===== config.mk =====
export PLATFORM = sky130hd
export DESIGN_NAME = accel_tilt_angle_unit_core_flat
export DESIGN_NICKNAME = d
export VERILOG_FILES = /design/src/hw/rtl/atu_pkg.sv /design/src/hw/rtl/atu_sample_if.sv /design/src/hw/rtl/atu_result_if.sv /design/src/hw/rtl/atu_ctrl.sv /design/src/hw/rtl/atu_dp.sv /design/src/hw/rtl/accel_tilt_angle_unit_core.sv /design/src/flat_wrapper.sv
export SDC_FILE = /design/constraint.sdc
export NUM_CORES = 2
export LEC_CHECK = 0
export ABC_AREA = 1
export BUFFER_PORTS_ARGS = -buffer_cell sky130_fd_sc_hd__buf_2
export CORE_AREA = 2 2 332 334
export DETAILED_ROUTE_END_ITERATION = 8
export DIE_AREA = 0 0 334 336
export GPL_TIMING_DRIVEN = 0
export MAX_ROUTING_LAYER = met4
export PLACE_DENSITY_LB_ADDON = 0.25
export SYNTH_ARGS = -nofsm -noshare
export SYNTH_HDL_FRONTEND = slang
export SYNTH_SLANG_ARGS = --single-unit

===== constraint.sdc =====
create_clock -name clk -period 10.9 [get_ports clk]
set_input_delay 1.635 -clock clk [delete_from_list [all_inputs] [get_ports clk]]
set_output_delay 1.635 -clock clk [all_outputs]
set_load 0.02 [all_outputs]

===== src/hw/rtl/atu_pkg.sv =====
package atu_pkg;

	// Field widths
	localparam int RAW_W = 16;
	localparam int ACC_W = 18;
	localparam int ANG_W = 16;

	// Square-root datapath: radicand is (b*b + c*c) * 2^16
	localparam int SUM_W = 36;
	localparam int RAD_W = 52;
	localparam int ROOT_W = 26;
	localparam int REM_W = 29;
	localparam int SQRT_STEPS = 26;

	// CORDIC datapath
	localparam int CRD_W = 29;
	localparam int Z_W = 19;
	localparam int CORDIC_STEPS = 17;
	localparam int STEP_W = 5;

	// pi/2 in Q2.13
	localparam int HALF_PI_Q13 = 12868;

	// Sensitivity codes
	localparam logic [1:0] SENS_8G = 2'd0;
	localparam logic [1:0] SENS_4G = 2'd1;
	localparam logic [1:0] SENS_2G = 2'd2;

	typedef enum logic [3:0] {
		S_IDLE,
		S_SQ_B,
		S_SQ_C,
		S_ROOT_INIT,
		S_ROOT,
		S_CRD_INIT,
		S_CRD,
		S_STORE,
		S_OUT
	} atu_state_t;

	// Commands from the controller to the datapath
	typedef struct packed {
		logic              load;
		logic              hold;
		logic              sq_b;
		logic              sq_c;
		logic              root_init;
		logic              root_step;
		logic              crd_init;
		logic              crd_step;
		logic              store;
		logic [1:0]        axis;
		logic [STEP_W-1:0] step;
	} atu_cmd_t;

	// atan(2^-i) * 2^16, rounded to nearest
	function automatic logic signed [Z_W-1:0] atan_tab(input logic [STEP_W-1:0] i);
		logic signed [Z_W-1:0] v;
		begin
			case (i)
				5'd0:    v = 19'sd51472;
				5'd1:    v = 19'sd30386;
				5'd2:    v = 19'sd16055;
				5'd3:    v = 19'sd8150;
				5'd4:    v = 19'sd4091;
				5'd5:    v = 19'sd2047;
				5'd6:    v = 19'sd1024;
				5'd7:    v = 19'sd512;
				5'd8:    v = 19'sd256;
				5'd9:    v = 19'sd128;
				5'd10:   v = 19'sd64;
				5'd11:   v = 19'sd32;
				5'd12:   v = 19'sd16;
				5'd13:   v = 19'sd8;
				5'd14:   v = 19'sd4;
				5'd15:   v = 19'sd2;
				5'd16:   v = 19'sd1;
				default: v = 19'sd0;
			endcase
			return v;
		end
	endfunction

endpackage


===== src/hw/rtl/atu_sample_if.sv =====
interface atu_sample_if;
	logic                               valid;
	logic                               ready;
	logic                               data_ready;
	logic signed [atu_pkg::RAW_W-1:0]   raw_x;
	logic signed [atu_pkg::RAW_W-1:0]   raw_y;
	logic signed [atu_pkg::RAW_W-1:0]   raw_z;

	modport source (output valid, data_ready, raw_x, raw_y, raw_z, input ready);
	modport sink (input valid, data_ready, raw_x, raw_y, raw_z, output ready);
endinterface


===== src/hw/rtl/atu_result_if.sv =====
interface atu_result_if;
	logic                               valid;
	logic                               ready;
	logic                               updated;
	logic signed [atu_pkg::ACC_W-1:0]   accel_x;
	logic signed [atu_pkg::ACC_W-1:0]   accel_y;
	logic signed [atu_pkg::ACC_W-1:0]   accel_z;
	logic signed [atu_pkg::ANG_W-1:0]   angle_x;
	logic signed [atu_pkg::ANG_W-1:0]   angle_y;
	logic signed [atu_pkg::ANG_W-1:0]   angle_z;

	modport source (output valid, updated, accel_x, accel_y, accel_z,
		angle_x, angle_y, angle_z, input ready);
	modport sink (input valid, updated, accel_x, accel_y, accel_z,
		angle_x, angle_y, angle_z, output ready);
endinterface


===== src/hw/rtl/atu_ctrl.sv =====
module atu_ctrl (
	input  logic             clk,
	input  logic             arst_n,
	input  logic             in_valid,
	input  logic             data_ready,
	input  logic             out_ready,
	output logic             in_ready,
	output logic             out_valid,
	output atu_pkg::atu_cmd_t cmd
);

	atu_pkg::atu_state_t state_q, state_d;
	logic [1:0]                 axis_q, axis_d;
	logic [atu_pkg::STEP_W-1:0] cnt_q, cnt_d;

	// State, axis and step counter registers
	always_ff @(posedge clk or negedge arst_n) begin
		if (!arst_n) begin
			state_q <= atu_pkg::S_IDLE;
			axis_q  <= 2'd0;
			cnt_q   <= '0;
		end else begin
			state_q <= state_d;
			axis_q  <= axis_d;
			cnt_q   <= cnt_d;
		end
	end

	// Next state and commands
	always_comb begin
		state_d   = state_q;
		axis_d    = axis_q;
		cnt_d     = cnt_q;
		cmd       = '0;
		cmd.axis  = axis_q;
		cmd.step  = cnt_q;
		in_ready  = 1'b0;
		out_valid = 1'b0;
		unique case (state_q)
			atu_pkg::S_IDLE: begin
				in_ready = 1'b1;
				if (in_valid) begin
					axis_d = 2'd0;
					if (data_ready) begin
						cmd.load = 1'b1;
						state_d  = atu_pkg::S_SQ_B;
					end else begin
						cmd.hold = 1'b1;
						state_d  = atu_pkg::S_OUT;
					end
				end
			end
			atu_pkg::S_SQ_B: begin
				cmd.sq_b = 1'b1;
				state_d  = atu_pkg::S_SQ_C;
			end
			atu_pkg::S_SQ_C: begin
				cmd.sq_c = 1'b1;
				state_d  = atu_pkg::S_ROOT_INIT;
			end
			atu_pkg::S_ROOT_INIT: begin
				cmd.root_init = 1'b1;
				cnt_d         = '0;
				state_d       = atu_pkg::S_ROOT;
			end
			atu_pkg::S_ROOT: begin
				cmd.root_step = 1'b1;
				cnt_d         = cnt_q + 1'b1;
				if (cnt_q == atu_pkg::STEP_W'(atu_pkg::SQRT_STEPS - 1)) begin
					state_d = atu_pkg::S_CRD_INIT;
				end
			end
			atu_pkg::S_CRD_INIT: begin
				cmd.crd_init = 1'b1;
				cnt_d        = '0;
				state_d      = atu_pkg::S_CRD;
			end
			atu_pkg::S_CRD: begin
				cmd.crd_step = 1'b1;
				cnt_d        = cnt_q + 1'b1;
				if (cnt_q == atu_pkg::STEP_W'(atu_pkg::CORDIC_STEPS - 1)) begin
					state_d = atu_pkg::S_STORE;
				end
			end
			atu_pkg::S_STORE: begin
				cmd.store = 1'b1;
				if (axis_q == 2'd2) begin
					state_d = atu_pkg::S_OUT;
				end else begin
					axis_d  = axis_q + 1'b1;
					state_d = atu_pkg::S_SQ_B;
				end
			end
			atu_pkg::S_OUT: begin
				out_valid = 1'b1;
				if (out_ready) begin
					state_d = atu_pkg::S_IDLE;
				end
			end
			default: state_d = atu_pkg::S_IDLE;
		endcase
	end

endmodule


===== src/hw/rtl/atu_dp.sv =====
module atu_dp (
	input  logic                             clk,
	input  logic                             arst_n,
	input  atu_pkg::atu_cmd_t                cmd,
	input  logic                             cfg_we,
	input  logic [1:0]                       cfg_wdata,
	input  logic signed [atu_pkg::RAW_W-1:0] raw_x,
	input  logic signed [atu_pkg::RAW_W-1:0] raw_y,
	input  logic signed [atu_pkg::RAW_W-1:0] raw_z,
	output logic                             updated,
	output logic signed [atu_pkg::ACC_W-1:0] accel_x,
	output logic signed [atu_pkg::ACC_W-1:0] accel_y,
	output logic signed [atu_pkg::ACC_W-1:0] accel_z,
	output logic signed [atu_pkg::ANG_W-1:0] angle_x,
	output logic signed [atu_pkg::ANG_W-1:0] angle_y,
	output logic signed [atu_pkg::ANG_W-1:0] angle_z
);

	localparam int ACC_W = atu_pkg::ACC_W;
	localparam int ANG_W = atu_pkg::ANG_W;
	localparam int RAW_W = atu_pkg::RAW_W;
	localparam int SUM_W = atu_pkg::SUM_W;
	localparam int RAD_W = atu_pkg::RAD_W;
	localparam int ROOT_W = atu_pkg::ROOT_W;
	localparam int REM_W = atu_pkg::REM_W;
	localparam int CRD_W = atu_pkg::CRD_W;
	localparam int Z_W = atu_pkg::Z_W;
	localparam int Q_W = Z_W - 2;

	logic [1:0]              sens_q;
	logic                    upd_q;
	logic signed [ACC_W-1:0] acc_q [3];
	logic signed [ANG_W-1:0] ang_q [3];
	logic [SUM_W-1:0]        sum_q;
	logic [RAD_W-1:0]        rad_q;
	logic [REM_W-1:0]        rem_q;
	logic [ROOT_W-1:0]       root_q;
	logic signed [CRD_W-1:0] x_q, y_q;
	logic signed [Z_W-1:0]   z_q;

	// Sensitivity register
	always_ff @(posedge clk or negedge arst_n) begin
		if (!arst_n) begin
			sens_q <= atu_pkg::SENS_2G;
		end else if (cfg_we) begin
			sens_q <= cfg_wdata;
		end
	end

	// Scaling of raw counts to 1/16384 g
	logic [1:0] shamt;
	always_comb begin
		case (sens_q)
			atu_pkg::SENS_8G: shamt = 2'd2;
			atu_pkg::SENS_4G: shamt = 2'd1;
			default:          shamt = 2'd0;
		endcase
	end

	function automatic logic signed [ACC_W-1:0] scale(input logic signed [RAW_W-1:0] r,
		input logic [1:0] s);
		logic signed [ACC_W-1:0] e;
		begin
			e = ACC_W'(r);
			return e <<< s;
		end
	endfunction

	// Operand selection for the current axis
	logic signed [ACC_W-1:0] a_sel, b_sel, c_sel;
	always_comb begin
		case (cmd.axis)
			2'd0:    begin a_sel = acc_q[0]; b_sel = acc_q[1]; c_sel = acc_q[2]; end
			2'd1:    begin a_sel = acc_q[1]; b_sel = acc_q[2]; c_sel = acc_q[0]; end
			default: begin a_sel = acc_q[2]; b_sel = acc_q[0]; c_sel = acc_q[1]; end
		endcase
	end

	// Shared squarer
	logic signed [ACC_W-1:0]   mul_op;
	logic signed [2*ACC_W-1:0] prod;
	assign mul_op = cmd.sq_b ? b_sel : c_sel;
	assign prod   = mul_op * mul_op;

	// Square-root step: bring down two radicand bits and try the next root bit
	logic [REM_W-1:0] rem_sh, trial;
	assign rem_sh = {rem_q[REM_W-3:0], rad_q[RAD_W-1 -: 2]};
	assign trial  = REM_W'({root_q, 2'b01});

	// CORDIC vectoring step
	logic signed [CRD_W-1:0] xs, ys;
	logic signed [Z_W-1:0]   tab;
	assign xs  = x_q >>> cmd.step;
	assign ys  = y_q >>> cmd.step;
	assign tab = atu_pkg::atan_tab(cmd.step);

	// Rounding of Q.16 angle to Q2.13, clamp and z offset
	logic [Z_W-1:0]          z_abs;
	logic [Q_W-1:0]          q_mag, q_clamp;
	logic signed [Q_W:0]     q_sgn, q_off;
	logic                    zero_case;
	always_comb begin
		z_abs     = z_q[Z_W-1] ? Z_W'(-z_q) : z_q;
		q_mag     = Q_W'((z_abs + Z_W'(4)) >> 3);
		q_clamp   = (q_mag > Q_W'(atu_pkg::HALF_PI_Q13)) ? Q_W'(atu_pkg::HALF_PI_Q13) : q_mag;
		zero_case = (sum_q == '0) && (a_sel == '0);
		if (zero_case) begin
			q_sgn = (Q_W+1)'(atu_pkg::HALF_PI_Q13);
		end else if (z_q[Z_W-1]) begin
			q_sgn = -$signed({1'b0, q_clamp});
		end else begin
			q_sgn = $signed({1'b0, q_clamp});
		end
		if (cmd.axis != 2'd2) begin
			q_off = q_sgn;
		end else if (acc_q[2][ACC_W-1]) begin
			q_off = q_sgn + (Q_W+1)'(atu_pkg::HALF_PI_Q13);
		end else begin
			q_off = q_sgn - (Q_W+1)'(atu_pkg::HALF_PI_Q13);
		end
	end

	// Held results and update flag
	always_ff @(posedge clk or negedge arst_n) begin
		if (!arst_n) begin
			upd_q <= 1'b0;
			for (int k = 0; k < 3; k++) begin
				acc_q[k] <= '0;
				ang_q[k] <= '0;
			end
		end else begin
			if (cmd.hold) begin
				upd_q <= 1'b0;
			end
			if (cmd.load) begin
				upd_q    <= 1'b1;
				acc_q[0] <= scale(raw_x, shamt);
				acc_q[1] <= scale(raw_y, shamt);
				acc_q[2] <= scale(raw_z, shamt);
			end
			if (cmd.store) begin
				ang_q[cmd.axis] <= ANG_W'(q_off);
			end
		end
	end

	// Working registers of the square root and CORDIC
	always_ff @(posedge clk) begin
		if (cmd.sq_b) begin
			sum_q <= SUM_W'(prod);
		end
		if (cmd.sq_c) begin
			sum_q <= sum_q + SUM_W'(prod);
		end
		if (cmd.root_init) begin
			rad_q  <= {sum_q, 16'b0};
			rem_q  <= '0;
			root_q <= '0;
		end
		if (cmd.root_step) begin
			rad_q <= {rad_q[RAD_W-3:0], 2'b00};
			if (rem_sh >= trial) begin
				rem_q  <= rem_sh - trial;
				root_q <= {root_q[ROOT_W-2:0], 1'b1};
			end else begin
				rem_q  <= rem_sh;
				root_q <= {root_q[ROOT_W-2:0], 1'b0};
			end
		end
		if (cmd.crd_init) begin
			x_q <= CRD_W'(root_q);
			y_q <= CRD_W'(a_sel) <<< 8;
			z_q <= '0;
		end
		if (cmd.crd_step) begin
			if (!y_q[CRD_W-1]) begin
				x_q <= x_q + ys;
				y_q <= y_q - xs;
				z_q <= z_q + tab;
			end else begin
				x_q <= x_q - ys;
				y_q <= y_q + xs;
				z_q <= z_q - tab;
			end
		end
	end

	assign updated = upd_q;
	assign accel_x = acc_q[0];
	assign accel_y = acc_q[1];
	assign accel_z = acc_q[2];
	assign angle_x = ang_q[0];
	assign angle_y = ang_q[1];
	assign angle_z = ang_q[2];

endmodule


===== src/hw/rtl/accel_tilt_angle_unit_core.sv =====
// Channel   Direction  Payload
// sample    sink       data_ready, raw_x, raw_y, raw_z
// result    source     updated, accel_x..z, angle_x..z
// cfg       write      cfg_we, cfg_wdata (sensitivity)
//
// A sample with data_ready set presents its result once all three axes are worked through:
// per axis two squarings, root set-up, 26 square-root steps, CORDIC set-up,
// 17 CORDIC steps and a store, on one shared datapath.
// A sample without data_ready gives its result in the next cycle.
// One sample is in flight at a time; a stalled result blocks new samples.
// arst_n clears the held values to zero and sensitivity to the 2 g range.
module accel_tilt_angle_unit_core (
	input  logic       clk,
	input  logic       arst_n,
	atu_sample_if.sink  sample,
	atu_result_if.source result,
	input  logic       cfg_we,
	input  logic [1:0] cfg_wdata
);

	atu_pkg::atu_cmd_t cmd;

	atu_ctrl u_ctrl (
		.clk        (clk),
		.arst_n     (arst_n),
		.in_valid   (sample.valid),
		.data_ready (sample.data_ready),
		.out_ready  (result.ready),
		.in_ready   (sample.ready),
		.out_valid  (result.valid),
		.cmd        (cmd)
	);

	atu_dp u_dp (
		.clk       (clk),
		.arst_n    (arst_n),
		.cmd       (cmd),
		.cfg_we    (cfg_we),
		.cfg_wdata (cfg_wdata),
		.raw_x     (sample.raw_x),
		.raw_y     (sample.raw_y),
		.raw_z     (sample.raw_z),
		.updated   (result.updated),
		.accel_x   (result.accel_x),
		.accel_y   (result.accel_y),
		.accel_z   (result.accel_z),
		.angle_x   (result.angle_x),
		.angle_y   (result.angle_y),
		.angle_z   (result.angle_z)
	);

`ifndef ASSERT_OFF
	// No new sample is taken while a result is pending.
	a_no_overlap: assert property (@(posedge clk) disable iff (!arst_n)
		sample.ready |-> !result.valid)
		else $error("sample accepted while result pending");

	// A sample without new data is answered at once with a held result.
	a_hold_fast: assert property (@(posedge clk) disable iff (!arst_n)
		sample.valid && sample.ready && !sample.data_ready |=>
		result.valid && !result.updated)
		else $error("held result not presented");

	// Tilt angles of x and y stay within plus or minus pi/2.
	a_x_range: assert property (@(posedge clk) disable iff (!arst_n)
		result.valid |-> ($signed(result.angle_x) <= 16'sd12868) &&
		($signed(result.angle_x) >= -16'sd12868))
		else $error("angle_x out of range");

	a_y_range: assert property (@(posedge clk) disable iff (!arst_n)
		result.valid |-> ($signed(result.angle_y) <= 16'sd12868) &&
		($signed(result.angle_y) >= -16'sd12868))
		else $error("angle_y out of range");
`endif

endmodule


===== src/flat_wrapper.sv =====
// flat-port wrapper written by rule: the top's interface ports become plain ports
module accel_tilt_angle_unit_core_flat 
  (clk, arst_n, cfg_we, cfg_wdata, sample_valid, sample_data_ready, sample_raw_x, sample_raw_y, sample_raw_z, sample_ready, result_valid, result_updated, result_accel_x, result_accel_y, result_accel_z, result_angle_x, result_angle_y, result_angle_z, result_ready);
  atu_sample_if sample_i ();
  atu_result_if result_i ();
  input  logic clk;
  input  logic arst_n;
  input  logic cfg_we;
  input  logic [1:0] cfg_wdata;
  input wire logic [$bits(sample_i.valid)-1:0] sample_valid;
  input wire logic [$bits(sample_i.data_ready)-1:0] sample_data_ready;
  input wire logic [$bits(sample_i.raw_x)-1:0] sample_raw_x;
  input wire logic [$bits(sample_i.raw_y)-1:0] sample_raw_y;
  input wire logic [$bits(sample_i.raw_z)-1:0] sample_raw_z;
  output wire logic [$bits(sample_i.ready)-1:0] sample_ready;
  output wire logic [$bits(result_i.valid)-1:0] result_valid;
  output wire logic [$bits(result_i.updated)-1:0] result_updated;
  output wire logic [$bits(result_i.accel_x)-1:0] result_accel_x;
  output wire logic [$bits(result_i.accel_y)-1:0] result_accel_y;
  output wire logic [$bits(result_i.accel_z)-1:0] result_accel_z;
  output wire logic [$bits(result_i.angle_x)-1:0] result_angle_x;
  output wire logic [$bits(result_i.angle_y)-1:0] result_angle_y;
  output wire logic [$bits(result_i.angle_z)-1:0] result_angle_z;
  input wire logic [$bits(result_i.ready)-1:0] result_ready;
  assign sample_i.valid = sample_valid;
  assign sample_i.data_ready = sample_data_ready;
  assign sample_i.raw_x = sample_raw_x;
  assign sample_i.raw_y = sample_raw_y;
  assign sample_i.raw_z = sample_raw_z;
  assign sample_ready = sample_i.ready;
  assign result_valid = result_i.valid;
  assign result_updated = result_i.updated;
  assign result_accel_x = result_i.accel_x;
  assign result_accel_y = result_i.accel_y;
  assign result_accel_z = result_i.accel_z;
  assign result_angle_x = result_i.angle_x;
  assign result_angle_y = result_i.angle_y;
  assign result_angle_z = result_i.angle_z;
  assign result_i.ready = result_ready;
  accel_tilt_angle_unit_core u_core (.clk(clk), .arst_n(arst_n), .sample(sample_i), .result(result_i), .cfg_we(cfg_we), .cfg_wdata(cfg_wdata));
endmodule

==> impl_metrics.env <==
export IMPL_die_area_um2=112000
export IMPL_rr_worst_depth=46
export IMPL_worstReg2RegEnd="u_core.u_dp.sum_q[35]$_DFFE_PP_"
export IMPL_setup_viol=0
export IMPL_htreeDepth=2
export IMPL_synth_edf_count=202
export IMPL_ys_types=58
export IMPL_rows=121
export IMPL_clock_latency_ps=660
export IMPL_pin_count=161
export IMPL_synth_area_leaders="edfxtp_1 16%, fa_1 16%, nand2_1 11%, ha_1 9.2%, inv_1 8.1%"
export IMPL_final_util_pct=38.9
export IMPL_via_per_inst=5.17
export IMPL_hold_path_class="reg -> reg"
export IMPL_grt_usage_pct=22.9
export IMPL_yosys_area_top_type_share_pct=16.1
export IMPL_yosysSeqAreaShare_pct=23.8
export IMPL_hold_slack_ps=475
export IMPL_fmax_mhz=98.3
export IMPL_place_congestion=0.965
export IMPL_final_nets=5799
export IMPL_syn2layout_area_growth_pct=11.9
export IMPL_clk_pin_slew_ps=60
export IMPL_firstDrtPassIters=5
export IMPL_grt_overflow_total=0
export IMPL_drtIter0Drc=2589
export IMPL_crit_start="u_core.u_ctrl.axis_q[1]$_DFFE_PN0P_"
export IMPL_mostFrequentLayoutCell="nand2_1"
export IMPL_drcViolationCount=0
export IMPL_drv_cap=0
export IMPL_fillers=11400
export IMPL_netlist_area_um2=37700
export IMPL_cp_arrival_ps=10510
export IMPL_synth_ff_type="edfxtp_1"
export IMPL_num_antenna_cells=0
export IMPL_fp_dieH_um=336
export IMPL_vias=34200
export IMPL_regArea_um2=8970
export IMPL_yosys_warnings=0
export IMPL_synth_cells=4945
export IMPL_start_util_pct=34.8
export IMPL_reg2reg_slack_ps=730
export IMPL_final_cell_mix="1046 x nand2_1, 811 x inv_1, 435 x o21ai_0"
export IMPL_tightest_slew_ps=1220
export IMPL_outcome="complete, no violations"
export IMPL_fin_crit_ps=10170
export IMPL_numCtsBuffers=43
export IMPL_core_area_um2=108000
export IMPL_grt_pass1_wl_um=195000
export IMPL_grt_pass1_vias=33700
export IMPL_endpoint="u_core.u_dp.sum_q[35]$_DFFE_PP_"
export IMPL_avgRoutedWirePerCell_um=18.9
export IMPL_grt_antenna_before_repair=2
export IMPL_relSlewSlack_pct=18.1
export IMPL_hold_viol=0
export IMPL_fin_crit_sh_pct=93.3
export IMPL_end_kind="flop"
export IMPL_cts_max_path_buffers=3
export IMPL_totalWireLength_um=125000
export IMPL_timing_rr_start="u_core.u_ctrl.axis_q[1]$_DFFE_PN0P_"
export IMPL_critical_path_class="reg -> reg"
export IMPL_ys_ff_latch=318
export IMPL_finalClockSkew_ps=58.5
export IMPL_drive_gt1_share_pct=8.50
export IMPL_tritoncts="built"
export IMPL_cp_slowest_cell="fa_1"
export IMPL_place_hpwl_um=101000
export IMPL_multiInputGateArea_um2=24900
export IMPL_ant_nets=0
export IMPL_async_flop_share_pct=36.5
export IMPL_clkSinkCount=318
export IMPL_worstSetupStartpointType="flop"
export IMPL_cts_root_buf="clkbuf_16"
export IMPL_yosysTopAreaCell="edfxtp_1"
export IMPL_maxSlewViolCount=0
export IMPL_port_buffers=160
export IMPL_cp_max_fo=10
export IMPL_grt_max_degree=88
export IMPL_required_ps=11240
export IMPL_avgSynthCellArea_um2=7.62
export IMPL_syn_nets=5578
export IMPL_dieWidth_um=334
export IMPL_max_stage_delay_ps=560
[cell type report]
| cell class | count | share of cell area, % |
|---|---|---|
| Clock inverter | 29 | 0.831 |
| Buffer | 172 | 1.88 |
| Inverter | 842 | 7.60 |
| Sequential cell | 318 | 21.3 |
| Timing Repair Buffer | 177 | 2.45 |
| Tap cell | 1414 | 4.20 |
| Clock buffer | 51 | 2.65 |
| Multi-Input combinational cell | 3612 | 59.1 |
[worst min path at each step]
| stage | from | endpoint | slack (ps) | cells past startpoint |
|---|---|---|---|---|
| after floorplan | u_core.u_ctrl.state_q[3]$_DFFE_PN0P_ | u_core.u_ctrl.state_q[1]$_DFFE_PN0P_ | 450 | 1 |
| after global placement | u_core.u_dp.angle_y[6]$_DFFE_PN0P_ | u_core.u_dp.angle_y[6]$_DFFE_PN0P_ | 460 | 2 |
| after detailed placement | u_core.u_dp.angle_y[13]$_DFFE_PN0P_ | u_core.u_dp.angle_y[13]$_DFFE_PN0P_ | 460 | 2 |
| after CTS | u_core.u_dp.angle_x[6]$_DFFE_PN0P_ | u_core.u_dp.angle_x[6]$_DFFE_PN0P_ | 480 | 2 |
| after global routing | u_core.u_dp.angle_y[6]$_DFFE_PN0P_ | u_core.u_dp.angle_y[6]$_DFFE_PN0P_ | 500 | 2 |
| final | u_core.u_dp.angle_y[6]$_DFFE_PN0P_ | u_core.u_dp.angle_y[6]$_DFFE_PN0P_ | 470 | 2 |
[what timing repair did]
item	4_1_cts	5_1_grt
pin swaps	0	5
cloned	0	0
gates resized for setup	28	80
hold buffers	0	0
buffers inserted	0	11
setup endpoints to repair	8	4
[worst max-delay path: cells and delay by family (launching register included)]
family,cells,cell delay (ps)
fa+ha+maj,9,4050
simple gates,11,1490
compound gates,13,1810
buf+inv,11,1770
xor+xnor,2,360
flops,1,380
[per-stage QoR]
stage / setup WS [ps] / TNS [ps] / cells / instance area, um^2
final: 731 / 0 / 6615 / 42200
after global routing: -6.48 / -6.48 / 6615 / 42200
after floorplan: 1620 / 0 / 4945 / 37700
after CTS: 1.73 / 0 / 6604 / 41900
after global placement: -1050 / -2870 / 6519 / 40300
after detailed placement: -1150 / -3190 / 6525 / 40400
[synth_stat cells, types with 4 or more instances]
master and count:
a21boi_0 8, o21ai_1 49, inv_1 817, a22oi_1 8, a21oi_1 271, o21bai_1 9
buf_4 6, xnor2_1 83, nor3_1 24, a21boi_1 6, a31oi_1 26, buf_6 5
xor2_1 133, a211oi_1 7, a21o_1 12, clkbuf_1 120, nand2_1 1057, nand3_1 149
nand2_2 22, o22ai_1 21, nor2_1 406, nor4_1 23, nor2_4 5, fa_1 301
o21a_1 20, inv_2 13, ha_1 276, o211ai_1 25, o21ai_2 7, or2_2 13
nand3b_1 5, mux2i_1 39, a221oi_1 38, nand2_4 4, nor2_2 11, buf_2 30
nand4_1 34, buf_1 12, edfxtp_1 202, o31ai_1 8, o21ai_0 440, clkinv_1 12
dfrtp_1 115, o221ai_1 53
[logic make-up (layout without fill, tap and decap cells)]
| logic type | after synthesis | count (layout) | share of synthesized area (%) |
|---|---|---|---|
| fa+ha+maj | 577 | 577 | 25.2 |
| buf+inv | 1015 | 1271 | 10.4 |
| mux | 39 | 39 | 1.04 |
| flops | 318 | 318 | 23.8 |
| xor+xnor | 216 | 216 | 5.02 |
| simple gates | 1765 | 1765 | 19.2 |
| compound gates | 1015 | 1015 | 15.4 |
[registers in the layout (all words and copies together), names as in the netlist, 18 cells and up]
signal and count:
u_core.u_dp.rad_q 36, u_core.u_dp.accel_z 18, u_core.u_dp.rem_q 27, u_core.u_dp.z_q 19
u_core.u_dp.root_q 26, u_core.u_dp.accel_y 18, u_core.u_dp.accel_x 18, u_core.u_dp.x_q 29
u_core.u_dp.y_q 29, u_core.u_dp.sum_q 36
[routing by layer]
metal / GRT usage (%) / part of all wire (%) / routed length, um / vias to the layer above
met5: - / 0 / 0 / -
met4: 7.17 / 3.2 / 4030 / 0
met3: 2.71 / 5.1 / 6330 / 197
met2: 37.3 / 47 / 59200 / 939
li1: - / - / - / 16600
met1: 29.7 / 44 / 55300 / 16500
Power is not shown: default switching activity piles up to over one toggle a cycle in this logic, so the estimate is an artifact.
